--- src/rtl/s0d_pkg.sv ---
// Shared types, constants and helpers for the SHA-0 style block digest.
// Depends on nothing; every other file of the block imports it.
package s0d_pkg;

   localparam int WORD_W      = 32;
   localparam int BLOCK_WORDS = 16;
   localparam int ADDR_W      = $clog2(BLOCK_WORDS);
   localparam int ROUNDS      = 80;
   localparam int RND_W       = $clog2(ROUNDS + 1);
   localparam int PHASE_LEN   = 20;
   localparam int CHAIN_WORDS = 5;

   typedef logic [WORD_W-1:0]                  word_type;
   typedef logic [ADDR_W-1:0]                  addr_type;
   typedef logic [RND_W-1:0]                   rnd_type;
   typedef logic [CHAIN_WORDS-1:0][WORD_W-1:0] chain_type;

   // Request opcodes.
   localparam logic OP_RESTART = 1'b0;
   localparam logic OP_WORD    = 1'b1;

   // Round function groups, twenty rounds each.
   typedef enum logic [1:0] {
      PH_CHOOSE    = 2'd0,
      PH_PARITY_LO = 2'd1,
      PH_MAJORITY  = 2'd2,
      PH_PARITY_HI = 2'd3
   } phase_type;

   localparam word_type ROUND_K [4] = '{
      32'h5a827999, 32'h6ed9eba1, 32'h8f1bbcdc, 32'hca62c1d6
   };

   localparam chain_type INIT_CHAIN = {
      32'hc3d2e1f0, 32'h10325476, 32'h98badcfe, 32'hefcdab89, 32'h67452301
   };

   // Control from the sequencer to the round datapath.
   typedef struct packed {
      logic      restart;
      logic      load;
      logic      step;
      logic      finish;
      phase_type phase;
      phase_type phase_next;
   } rnd_ctl_type;

   // Message word write into the schedule store.
   typedef struct packed {
      logic     wr_en;
      addr_type wr_addr;
      word_type wr_data;
   } coll_wr_type;

   function automatic phase_type round_phase(input rnd_type r);
      phase_type p;
      priority if (r < RND_W'(PHASE_LEN)) begin
         p = PH_CHOOSE;
      end else if (r < RND_W'(2 * PHASE_LEN)) begin
         p = PH_PARITY_LO;
      end else if (r < RND_W'(3 * PHASE_LEN)) begin
         p = PH_MAJORITY;
      end else begin
         p = PH_PARITY_HI;
      end
      return p;
   endfunction

endpackage

--- src/rtl/s0d_if.sv ---
// Valid/ready channel interfaces for the request and response sides.
// Depends on s0d_pkg for the payload types.
interface s0d_req_if;
   import s0d_pkg::*;
   logic     valid;
   logic     ready;
   logic     op;
   word_type msg_word;
   modport source (output valid, output op, output msg_word, input ready);
   modport sink (input valid, input op, input msg_word, output ready);
endinterface

interface s0d_rsp_if;
   import s0d_pkg::*;
   logic     valid;
   logic     ready;
   word_type digest_0;
   word_type digest_1;
   word_type digest_2;
   word_type digest_3;
   word_type digest_4;
   modport source (output valid, output digest_0, output digest_1, output digest_2,
                   output digest_3, output digest_4, input ready);
   modport sink (input valid, input digest_0, input digest_1, input digest_2,
                 input digest_3, input digest_4, output ready);
endinterface

--- src/rtl/s0d_sched.sv ---
// Message schedule store: two mirrored 16-word synchronous memories giving four
// reads a cycle, with the expansion XOR and its write-back. Depends on s0d_pkg.
module s0d_sched (
   input  logic                clock,
   input  logic                reset,
   input  s0d_pkg::coll_wr_type coll_wr,
   input  logic                step,
   input  s0d_pkg::rnd_type    rd_rnd,
   output s0d_pkg::word_type   w_word
);
   import s0d_pkg::*;

   localparam int TAP_A = 3;
   localparam int TAP_B = 8;
   localparam int TAP_C = 14;

   word_type mem_a [BLOCK_WORDS];
   word_type mem_b [BLOCK_WORDS];

   word_type rd_a_ff;
   word_type rd_b_ff;
   word_type rd_c_ff;
   word_type rd_d_ff;
   addr_type wb_addr_ff;
   logic     expand_ff;

   addr_type addr_a;
   addr_type addr_b;
   addr_type addr_c;
   addr_type addr_d;
   logic     wb_en;
   logic     wr_en;
   addr_type wr_addr;
   word_type wr_data;

   // Addresses are those of the round about to run; the slot read as the
   // oldest tap is the one its expanded word later overwrites.
   assign addr_d = rd_rnd[ADDR_W-1:0];
   assign addr_a = addr_d - ADDR_W'(TAP_A);
   assign addr_b = addr_d - ADDR_W'(TAP_B);
   assign addr_c = addr_d - ADDR_W'(TAP_C);

   assign w_word = expand_ff ? (rd_a_ff ^ rd_b_ff ^ rd_c_ff ^ rd_d_ff) : rd_d_ff;

   assign wb_en   = step && expand_ff;
   assign wr_en   = coll_wr.wr_en || wb_en;
   assign wr_addr = coll_wr.wr_en ? coll_wr.wr_addr : wb_addr_ff;
   assign wr_data = coll_wr.wr_en ? coll_wr.wr_data : w_word;

   // A round writes slot i while the reads for round i+1 touch slots i-2,
   // i-7, i-13 and i+1, so reads and the write never meet on one entry.
   always_ff @(posedge clock) begin
      if (wr_en) begin
         mem_a[wr_addr] <= wr_data;
         mem_b[wr_addr] <= wr_data;
      end
      rd_a_ff    <= mem_a[addr_a];
      rd_b_ff    <= mem_a[addr_b];
      rd_c_ff    <= mem_b[addr_c];
      rd_d_ff    <= mem_b[addr_d];
      wb_addr_ff <= addr_d;
   end

   always_ff @(posedge clock) begin
      if (reset) begin
         expand_ff <= 1'b0;
      end else begin
         expand_ff <= (rd_rnd >= RND_W'(BLOCK_WORDS));
      end
   end

   a_no_rw_overlap: assert property (@(posedge clock) disable iff (reset)
      wb_en |-> (wb_addr_ff != addr_a && wb_addr_ff != addr_b &&
                 wb_addr_ff != addr_c && wb_addr_ff != addr_d))
      else $error("schedule write-back meets a read on the same entry");

   a_no_write_clash: assert property (@(posedge clock) disable iff (reset)
      !(coll_wr.wr_en && step))
      else $error("message write during a compression round");

   a_round_advance: assert property (@(posedge clock) disable iff (reset)
      (step && $past(step)) |-> (rd_rnd == $past(rd_rnd) + RND_W'(1)))
      else $error("schedule read-ahead skipped a round");

endmodule

--- src/rtl/s0d_round.sv ---
// Round datapath: working variables, chaining words and the final chain add.
// Depends on s0d_pkg for the constants and the control struct.
module s0d_round (
   input  logic                clock,
   input  logic                reset,
   input  s0d_pkg::rnd_ctl_type ctl,
   input  s0d_pkg::word_type   w_word,
   output s0d_pkg::chain_type  digest_sum
);
   import s0d_pkg::*;

   chain_type chain_ff;
   chain_type chain_in;
   chain_type var_ff;
   chain_type var_in;
   word_type  h_ff;
   word_type  h_in;
   word_type  f_val;
   word_type  t_val;

   // The rotate by five sign-fills the upper bits when the top bit is set.
   function automatic word_type rot5_signed(input word_type x);
      word_type r;
      r = {x[26:0], x[31:27]};
      if (x[31]) begin
         r = {27'h7ffffff, x[31:27]};
      end
      return r;
   endfunction

   // The rotate by thirty forces the top two bits when the top bit is set.
   function automatic word_type rot30_signed(input word_type x);
      word_type r;
      r = {x[1:0], x[31:2]};
      if (x[31]) begin
         r[31:30] = 2'b11;
      end
      return r;
   endfunction

   always_comb begin
      unique case (ctl.phase)
         PH_CHOOSE:   f_val = (var_ff[1] & var_ff[2]) | (~var_ff[1] & var_ff[3]);
         PH_MAJORITY: f_val = (var_ff[1] & var_ff[2]) | (var_ff[1] & var_ff[3]) |
                              (var_ff[2] & var_ff[3]);
         PH_PARITY_LO,
         PH_PARITY_HI: f_val = var_ff[1] ^ var_ff[2] ^ var_ff[3];
         default:     f_val = var_ff[1] ^ var_ff[2] ^ var_ff[3];
      endcase
   end

   // h_ff already carries e plus the round constant, prepared and registered ahead of the round.
   assign t_val = rot5_signed(var_ff[0]) + f_val + h_ff + w_word;

   always_comb begin
      for (int k = 0; k < CHAIN_WORDS; k++) begin
         digest_sum[k] = chain_ff[k] + var_ff[k];
      end
   end

   always_comb begin
      chain_in = chain_ff;
      var_in   = var_ff;
      h_in     = h_ff;
      if (ctl.restart) begin
         chain_in = INIT_CHAIN;
      end else if (ctl.finish) begin
         chain_in = digest_sum;
      end
      if (ctl.load) begin
         var_in = chain_ff;
         h_in   = chain_ff[4] + ROUND_K[ctl.phase_next];
      end else if (ctl.step) begin
         var_in[0] = t_val;
         var_in[1] = var_ff[0];
         var_in[2] = rot30_signed(var_ff[1]);
         var_in[3] = var_ff[2];
         var_in[4] = var_ff[3];
         h_in      = var_ff[3] + ROUND_K[ctl.phase_next];
      end
   end

   always_ff @(posedge clock) begin
      if (reset) begin
         chain_ff <= INIT_CHAIN;
      end else begin
         chain_ff <= chain_in;
      end
      var_ff <= var_in;
      h_ff   <= h_in;
   end

endmodule

--- src/rtl/sha0_block_digest_signed_rotate.sv ---
// SHA-0 style block digest with sign-filling rotates: top level and sequencer.
// Depends on s0d_pkg, s0d_if, s0d_sched and s0d_round.
//
// Each op=1 beat stores one 32-bit message word, as given, into the schedule
// memory; the sixteenth word of a block starts the compression and the block
// then holds off requests through S_PREP, which reads ahead the first schedule
// words, S_ROUND, 80 rounds at one per cycle (four schedule reads from the two
// mirrored memories and the round adder each cycle), and S_FINISH, which adds
// the working variables into the chaining words and loads the response register
// once that register is free. The digest beat waits in its register while the
// next block is collected; only the end of the following compression stalls on
// it. An op=0 beat restores the initial chaining values, drops any partial block
// and returns nothing.
module sha0_block_digest_signed_rotate (
   input logic      clock,
   input logic      reset,
   s0d_req_if.sink   req_bus,
   s0d_rsp_if.source rsp_bus
);
   import s0d_pkg::*;

   typedef enum logic [1:0] {
      S_COLLECT,
      S_PREP,
      S_ROUND,
      S_FINISH
   } state_type;

   localparam rnd_type LAST_ROUND = RND_W'(ROUNDS - 1);

   state_type   state_ff;
   addr_type    count_ff;
   rnd_type     rnd_ff;
   logic        rsp_valid_ff;
   chain_type   rsp_digest_ff;

   logic        req_accept;
   logic        finish_go;
   rnd_type     rd_rnd;
   rnd_ctl_type ctl;
   coll_wr_type coll_wr;
   word_type    w_word;
   chain_type   digest_sum;

   assign req_bus.ready = (state_ff == S_COLLECT);
   assign req_accept    = req_bus.valid && req_bus.ready;
   assign finish_go     = (state_ff == S_FINISH) && (!rsp_valid_ff || rsp_bus.ready);
   assign rd_rnd        = (state_ff == S_ROUND) ? rnd_ff + RND_W'(1) : '0;

   assign ctl.restart    = req_accept && (req_bus.op == OP_RESTART);
   assign ctl.load       = (state_ff == S_PREP);
   assign ctl.step       = (state_ff == S_ROUND);
   assign ctl.finish     = finish_go;
   assign ctl.phase      = round_phase(rnd_ff);
   assign ctl.phase_next = round_phase(rd_rnd);

   assign coll_wr.wr_en   = req_accept && (req_bus.op == OP_WORD);
   assign coll_wr.wr_addr = count_ff;
   assign coll_wr.wr_data = req_bus.msg_word;

   s0d_sched u_sched (
      .clock   (clock),
      .reset   (reset),
      .coll_wr (coll_wr),
      .step    (ctl.step),
      .rd_rnd  (rd_rnd),
      .w_word  (w_word)
   );

   s0d_round u_round (
      .clock      (clock),
      .reset      (reset),
      .ctl        (ctl),
      .w_word     (w_word),
      .digest_sum (digest_sum)
   );

   always_ff @(posedge clock) begin
      if (reset) begin
         state_ff     <= S_COLLECT;
         count_ff     <= '0;
         rnd_ff       <= '0;
         rsp_valid_ff <= 1'b0;
      end else begin
         if (finish_go) begin
            rsp_valid_ff  <= 1'b1;
            rsp_digest_ff <= digest_sum;
         end else if (rsp_bus.ready) begin
            rsp_valid_ff <= 1'b0;
         end
         unique case (state_ff)
            S_COLLECT: begin
               if (ctl.restart) begin
                  count_ff <= '0;
               end else if (coll_wr.wr_en) begin
                  count_ff <= count_ff + ADDR_W'(1);
                  if (count_ff == ADDR_W'(BLOCK_WORDS - 1)) begin
                     state_ff <= S_PREP;
                  end
               end
            end
            S_PREP: begin
               rnd_ff   <= '0;
               state_ff <= S_ROUND;
            end
            S_ROUND: begin
               rnd_ff <= rnd_ff + RND_W'(1);
               if (rnd_ff == LAST_ROUND) begin
                  state_ff <= S_FINISH;
               end
            end
            S_FINISH: begin
               if (finish_go) begin
                  state_ff <= S_COLLECT;
               end
            end
            default: begin
               state_ff <= S_COLLECT;
            end
         endcase
      end
   end

   assign rsp_bus.valid    = rsp_valid_ff;
   assign rsp_bus.digest_0 = rsp_digest_ff[0];
   assign rsp_bus.digest_1 = rsp_digest_ff[1];
   assign rsp_bus.digest_2 = rsp_digest_ff[2];
   assign rsp_bus.digest_3 = rsp_digest_ff[3];
   assign rsp_bus.digest_4 = rsp_digest_ff[4];

   a_last_round: assert property (@(posedge clock) disable iff (reset)
      (state_ff == S_ROUND && rnd_ff == LAST_ROUND) |=> (state_ff == S_FINISH))
      else $error("compression did not end after the last round");

   a_finish_shows: assert property (@(posedge clock) disable iff (reset)
      finish_go |=> rsp_valid_ff)
      else $error("finished block produced no response beat");

   a_block_full: assert property (@(posedge clock) disable iff (reset)
      (state_ff == S_PREP) |-> (count_ff == '0))
      else $error("compression started on a partial block");

endmodule
--- src/flat_wrapper.sv ---
// flat-port wrapper written by rule: the top's interface ports become plain ports
module sha0_block_digest_signed_rotate_flat import s0d_pkg::*;
  (clock, reset, req_bus_valid, req_bus_op, req_bus_msg_word, req_bus_ready, rsp_bus_valid, rsp_bus_digest_0, rsp_bus_digest_1, rsp_bus_digest_2, rsp_bus_digest_3, rsp_bus_digest_4, rsp_bus_ready);
  s0d_req_if req_bus_i ();
  s0d_rsp_if rsp_bus_i ();
  input logic clock;
  input logic reset;
  input wire logic [$bits(req_bus_i.valid)-1:0] req_bus_valid;
  input wire logic [$bits(req_bus_i.op)-1:0] req_bus_op;
  input wire logic [$bits(req_bus_i.msg_word)-1:0] req_bus_msg_word;
  output wire logic [$bits(req_bus_i.ready)-1:0] req_bus_ready;
  output wire logic [$bits(rsp_bus_i.valid)-1:0] rsp_bus_valid;
  output wire logic [$bits(rsp_bus_i.digest_0)-1:0] rsp_bus_digest_0;
  output wire logic [$bits(rsp_bus_i.digest_1)-1:0] rsp_bus_digest_1;
  output wire logic [$bits(rsp_bus_i.digest_2)-1:0] rsp_bus_digest_2;
  output wire logic [$bits(rsp_bus_i.digest_3)-1:0] rsp_bus_digest_3;
  output wire logic [$bits(rsp_bus_i.digest_4)-1:0] rsp_bus_digest_4;
  input wire logic [$bits(rsp_bus_i.ready)-1:0] rsp_bus_ready;
  assign req_bus_i.valid = req_bus_valid;
  assign req_bus_i.op = req_bus_op;
  assign req_bus_i.msg_word = req_bus_msg_word;
  assign req_bus_ready = req_bus_i.ready;
  assign rsp_bus_valid = rsp_bus_i.valid;
  assign rsp_bus_digest_0 = rsp_bus_i.digest_0;
  assign rsp_bus_digest_1 = rsp_bus_i.digest_1;
  assign rsp_bus_digest_2 = rsp_bus_i.digest_2;
  assign rsp_bus_digest_3 = rsp_bus_i.digest_3;
  assign rsp_bus_digest_4 = rsp_bus_i.digest_4;
  assign rsp_bus_i.ready = rsp_bus_ready;
  sha0_block_digest_signed_rotate u_core (.clock(clock), .reset(reset), .req_bus(req_bus_i), .rsp_bus(rsp_bus_i));
endmodule
--- config.mk ---
export PLATFORM = sky130hd
export DESIGN_NAME = sha0_block_digest_signed_rotate_flat
export DESIGN_NICKNAME = d
export VERILOG_FILES = /design/src/rtl/s0d_pkg.sv /design/src/rtl/s0d_if.sv /design/src/rtl/s0d_sched.sv /design/src/rtl/s0d_round.sv /design/src/rtl/sha0_block_digest_signed_rotate.sv /design/src/flat_wrapper.sv
export SDC_FILE = /design/constraint.sdc
export NUM_CORES = 2
export LEC_CHECK = 0
export BUFFER_PORTS_ARGS = -buffer_cell sky130_fd_sc_hd__buf_4
export CAP_MARGIN = 10
export CORE_MARGIN = 3
export CORE_UTILIZATION = 65
export DETAILED_ROUTE_END_ITERATION = 7
export PLACE_DENSITY = 0.82
export SETUP_SLACK_MARGIN = 0.5
export SYNTH_ARGS = -nofsm -noshare
export SYNTH_HDL_FRONTEND = slang
export SYNTH_SLANG_ARGS = --single-unit
--- constraint.sdc ---
create_clock -name clock -period 19 [get_ports clock]
set_input_delay 0.95 -clock clock [delete_from_list [all_inputs] [get_ports clock]]
set_output_delay 0.95 -clock clock [all_outputs]
set_load 0.01 [all_outputs]
==> impl_metrics.csv <==
group,metric,value,unit
setup_path,critPathMaxFanout,72,
pwr,pwr-share-comb,0.028,
floorplanning,ios,199,
global_route,gr-total-overflow,0,
timing,tns,0,ns
detailed_routing,finalWirelength,183000,µm
cts,numCtsBuffers,118,
synth,synth_area_leaders,"edfxtp_1 (41%), mux4_2 (16%), dfxtp_1 (9.7%)",
setup_path,slowest_stage,"buf_4",
setup_path,crit_top_cell,"buf_4",
pwr,internal_power,4180,µW
pwr,leakagePower,0.0253,µW
pwr,seqPwrFrac,0.517,
pwr,total_power,5330,µW
synth,post_synth.cell_area_avg,13.7,µm²
pwr,clock_power_share,0.455,
timing,setup_viol,0,
global_route,grt_pass1_vias,42574,
detailed_routing,drc,0,
setup_path,crit_path_cell_trace,"inv_1 -> ha_1 -> nand2_4 -> inv_2 -> buf_4 -> ha_1 -> xnor2_2 -> buf_4 -> buf_4 -> mux4_2 -> mux4_2",
cts,clk_latency,0.74,ns
place,place_area,66600,µm²
cts,clock-sinks,1171,
setup_path,cp-start-kind,"register",
floorplanning,floorplan.initialDensity,0.657,
cts,post-cts-setup-buffer-count,0,
pwr,switchingPower,1140,µW
cts,cts_resized,0,
global_route,antenna_found_initial,9,
floorplanning,die_area,102000,µm²
timing,fin_skew,0.0456,ns
floorplanning,die_w,319,µm
detailed_routing,vias_per_cell,6.98,
finish,final_common_cell,"edfxtp_1",
synth,ys_ff_latch,1171,
synth,postSynthCellCount,4657,
floorplanning,die_h,319,µm
timing,slew_headroom,0.241,
detailed_routing,wl_per_cell,29.6,µm
setup_path,max_stage_delay,0.90,ns
timing,rsz0062_at_grt,"no",
cts,cts_tree,"done",
finish,drive_above_1_share,0.228,
detailed_routing,drtPass1Iterations,7,
pwr,peakVddDrop,85.9,µV
synth,synth_top_cell_by_area,"edfxtp_1",
finish,stdcell_area,70600,µm²
synth,yosys_warnings,0,
setup_path,worst_path_dominant_cell_family,"buffers and inverters",
cts,h-tree-depth,3,
finish,final_nets,5172,
cts,clk_pin_slew,0.06,ns
timing,worst_slew_pin_slew,1.13,ns
place,dpl.hpwl,119000,µm
finish,layout_common_cells,"edfxtp_1 (864), mux4_2 (448), nand2_1 (387)",
global_route,grt_pass1_wl,272000,µm
timing,period_needed,6.20,ns
timing,max_freq,161,MHz
synth,synthFlopType,"edfxtp_1",
setup_path,cp.buffers_inverters,5,
pwr,power_density,75.4,nW/µm²
setup_path,critical_path_required,19.60,ns
detailed_routing,ant_nets,0,
timing,fin_crit_sh,0.326,
synth,yosysSeqAreaShare,0.504,
global_route,track_usage,0.359,
global_route,grt_start_max_net_pins,78,
job,max_cap_violations,0,
cts,root_buffer,"clkbuf_16",
place,gp_congestion,0.982,
detailed_routing,vias,43250,
floorplanning,core,96900,µm²
setup_path,worst_ep_arrival_time,6.80,ns
setup_path,cp-end-kind,"register",
place,port_buffers,198,
synth,synth-async-reset-ratio,0,
detailed_routing,first_iter_violations,4959,
floorplanning,rows,114,
cts,cts_hold_buffers,0,
synth,synth_nets,5018,
synth,yosysUniqueCellTypes,78,
timing,slew_violations,0,
outcome,outcome,"finished clean",
synth,yosysTopAreaCellShare,0.408,
pwr,p_sw_frac,0.215,
timing,hold_viol_final,0,
cts,clk_path_buf_depth,3,
hold_path,worstHoldPathType,"reg2reg",
synth,synth_edf_count,864,
finish,area_delta_synth_final,11.0,%
synth,syn_area,63600,µm²
setup_path,crit_type,"reg2reg",
cells in the mapped netlist, drive strengths merged, types with 32 or more instances:
master and n:
nor2 270, mux4 448, o21a 39, nand2 390, ha 224, a221o 34
nor3 46, o21ai 161, xnor2 219, mux2i 177, a21oi 253, a21o 92
nand2b 32, edfxtp 864, xor2 75, clkbuf 154, dfxtp 307, inv 122
nand3 76, mux2 146, buf 72, fa 100
layout make-up:
class | instances | area, µm²
Inverter | 122 | 467
Multi-Input combinational cell | 3138 | 30500
Antenna cell | 6 | 15.0
Timing Repair Buffer | 260 | 1950
Clock buffer | 156 | 3240
Tap cell | 1276 | 1600
Fill cell | 6090 | 26200
Clock inverter | 69 | 810
Sequential cell | 1171 | 32100
through the flow:
stage | util | setup WS, ns | cells | hold WS [ns]
after global placement | 0.687 | 13.21 | 5966 | 0.460
after global routing | 0.729 | 12.59 | 6192 | 0.495
after detailed placement | 0.687 | 13.00 | 5966 | 0.466
after CTS | 0.729 | 12.85 | 6191 | 0.474
after floorplan | - | 10.07 | 4657 | 0.444
final | 0.729 | 12.80 | 6198 | 0.471
sequential cells by signal (all words and copies together), names as in the netlist:
name / count
u_core.u_sched.mem_b: 512
u_core.u_round.chain_ff: 160
u_core.u_round.var_ff: 160
u_core.rsp_bus.digest_0: 32
u_core.rsp_bus.digest_1: 32
u_core.rsp_bus.digest_2: 32
u_core.rsp_bus.digest_3: 32
u_core.rsp_bus.digest_4: 32
u_core.u_round.h_ff: 32
u_core.u_sched.rd_a_ff: 32
u_core.u_sched.rd_b_ff: 32
u_core.u_sched.rd_c_ff: 32
u_core.u_sched.rd_d_ff: 32
u_core.rnd_ff: 7
u_core.count_ff: 4
u_core.u_sched.wb_addr_ff: 4
u_core.state_ff: 2
u_core.rsp_bus.valid: 1
u_core.u_sched.expand_ff: 1
logic make-up (layout without fill, tap and decap cells):
| logic type | count (synthesis) | after routing | synth area share |
|---|---|---|---|
| mux | 771 | 771 | 0.212 |
| compound gates | 776 | 776 | 0.0780 |
| buf+inv | 348 | 607 | 0.0207 |
| simple gates | 972 | 972 | 0.0683 |
| xor+xnor | 295 | 295 | 0.0408 |
| fa+ha+maj | 324 | 324 | 0.0755 |
| flops | 1171 | 1171 | 0.504 |
| other cells | 0 | 6 | 0 |
worst paths after layout:
kind | start | endpoint | slack [ns] | depth (start not counted)
setup / recovery | u_core.state_ff[0]$_SDFFE_PP0P_ | u_core.u_sched.rd_c_ff[16]$_DFF_P_ | 12.80 | 11
hold / removal | u_core.u_round.chain_ff[130]$_SDFFE_PP0P_ | u_core.u_round.chain_ff[130]$_SDFFE_PP0P_ | 0.47 | 2
setup reg to reg | u_core.state_ff[0]$_SDFFE_PP0P_ | u_core.u_sched.rd_c_ff[16]$_DFF_P_ | 12.80 | 11
hold reg to reg | u_core.u_round.chain_ff[130]$_SDFFE_PP0P_ | u_core.u_round.chain_ff[130]$_SDFFE_PP0P_ | 0.47 | 2
power groups by stage:
stage	Sequential (µW)	Clock, µW	Combinational (µW)
2_1_floorplan	2800	0	93.5
3_5_place_dp	2810	0	145
3_3_place_gp	2810	0	141
6_report	2750	2430	150
5_1_grt	2750	2540	161
4_1_cts	2750	2440	146
layer usage:
metal	wire (µm)	GRT usage	share of wire
met1	64900	0.456	0.35
met3	18900	0.0763	0.10
met2	87800	0.586	0.48
met4	11500	0.193	0.063
met5	75	0	0.00041
worst register-to-register path: cells and delay by family, from the launching register on:
| family | cells | cell delay [ns] |
|---|---|---|
| buffers and inverters | 5 | 3.15 |
| multiplexers | 2 | 1.04 |
| adder cells (fa/ha/maj) | 2 | 0.81 |
| AND/OR/NAND/NOR | 1 | 0.57 |
| flip-flops | 1 | 0.36 |
| XOR/XNOR | 1 | 0.15 |
Note: power is estimated with default switching activity, not from simulation.
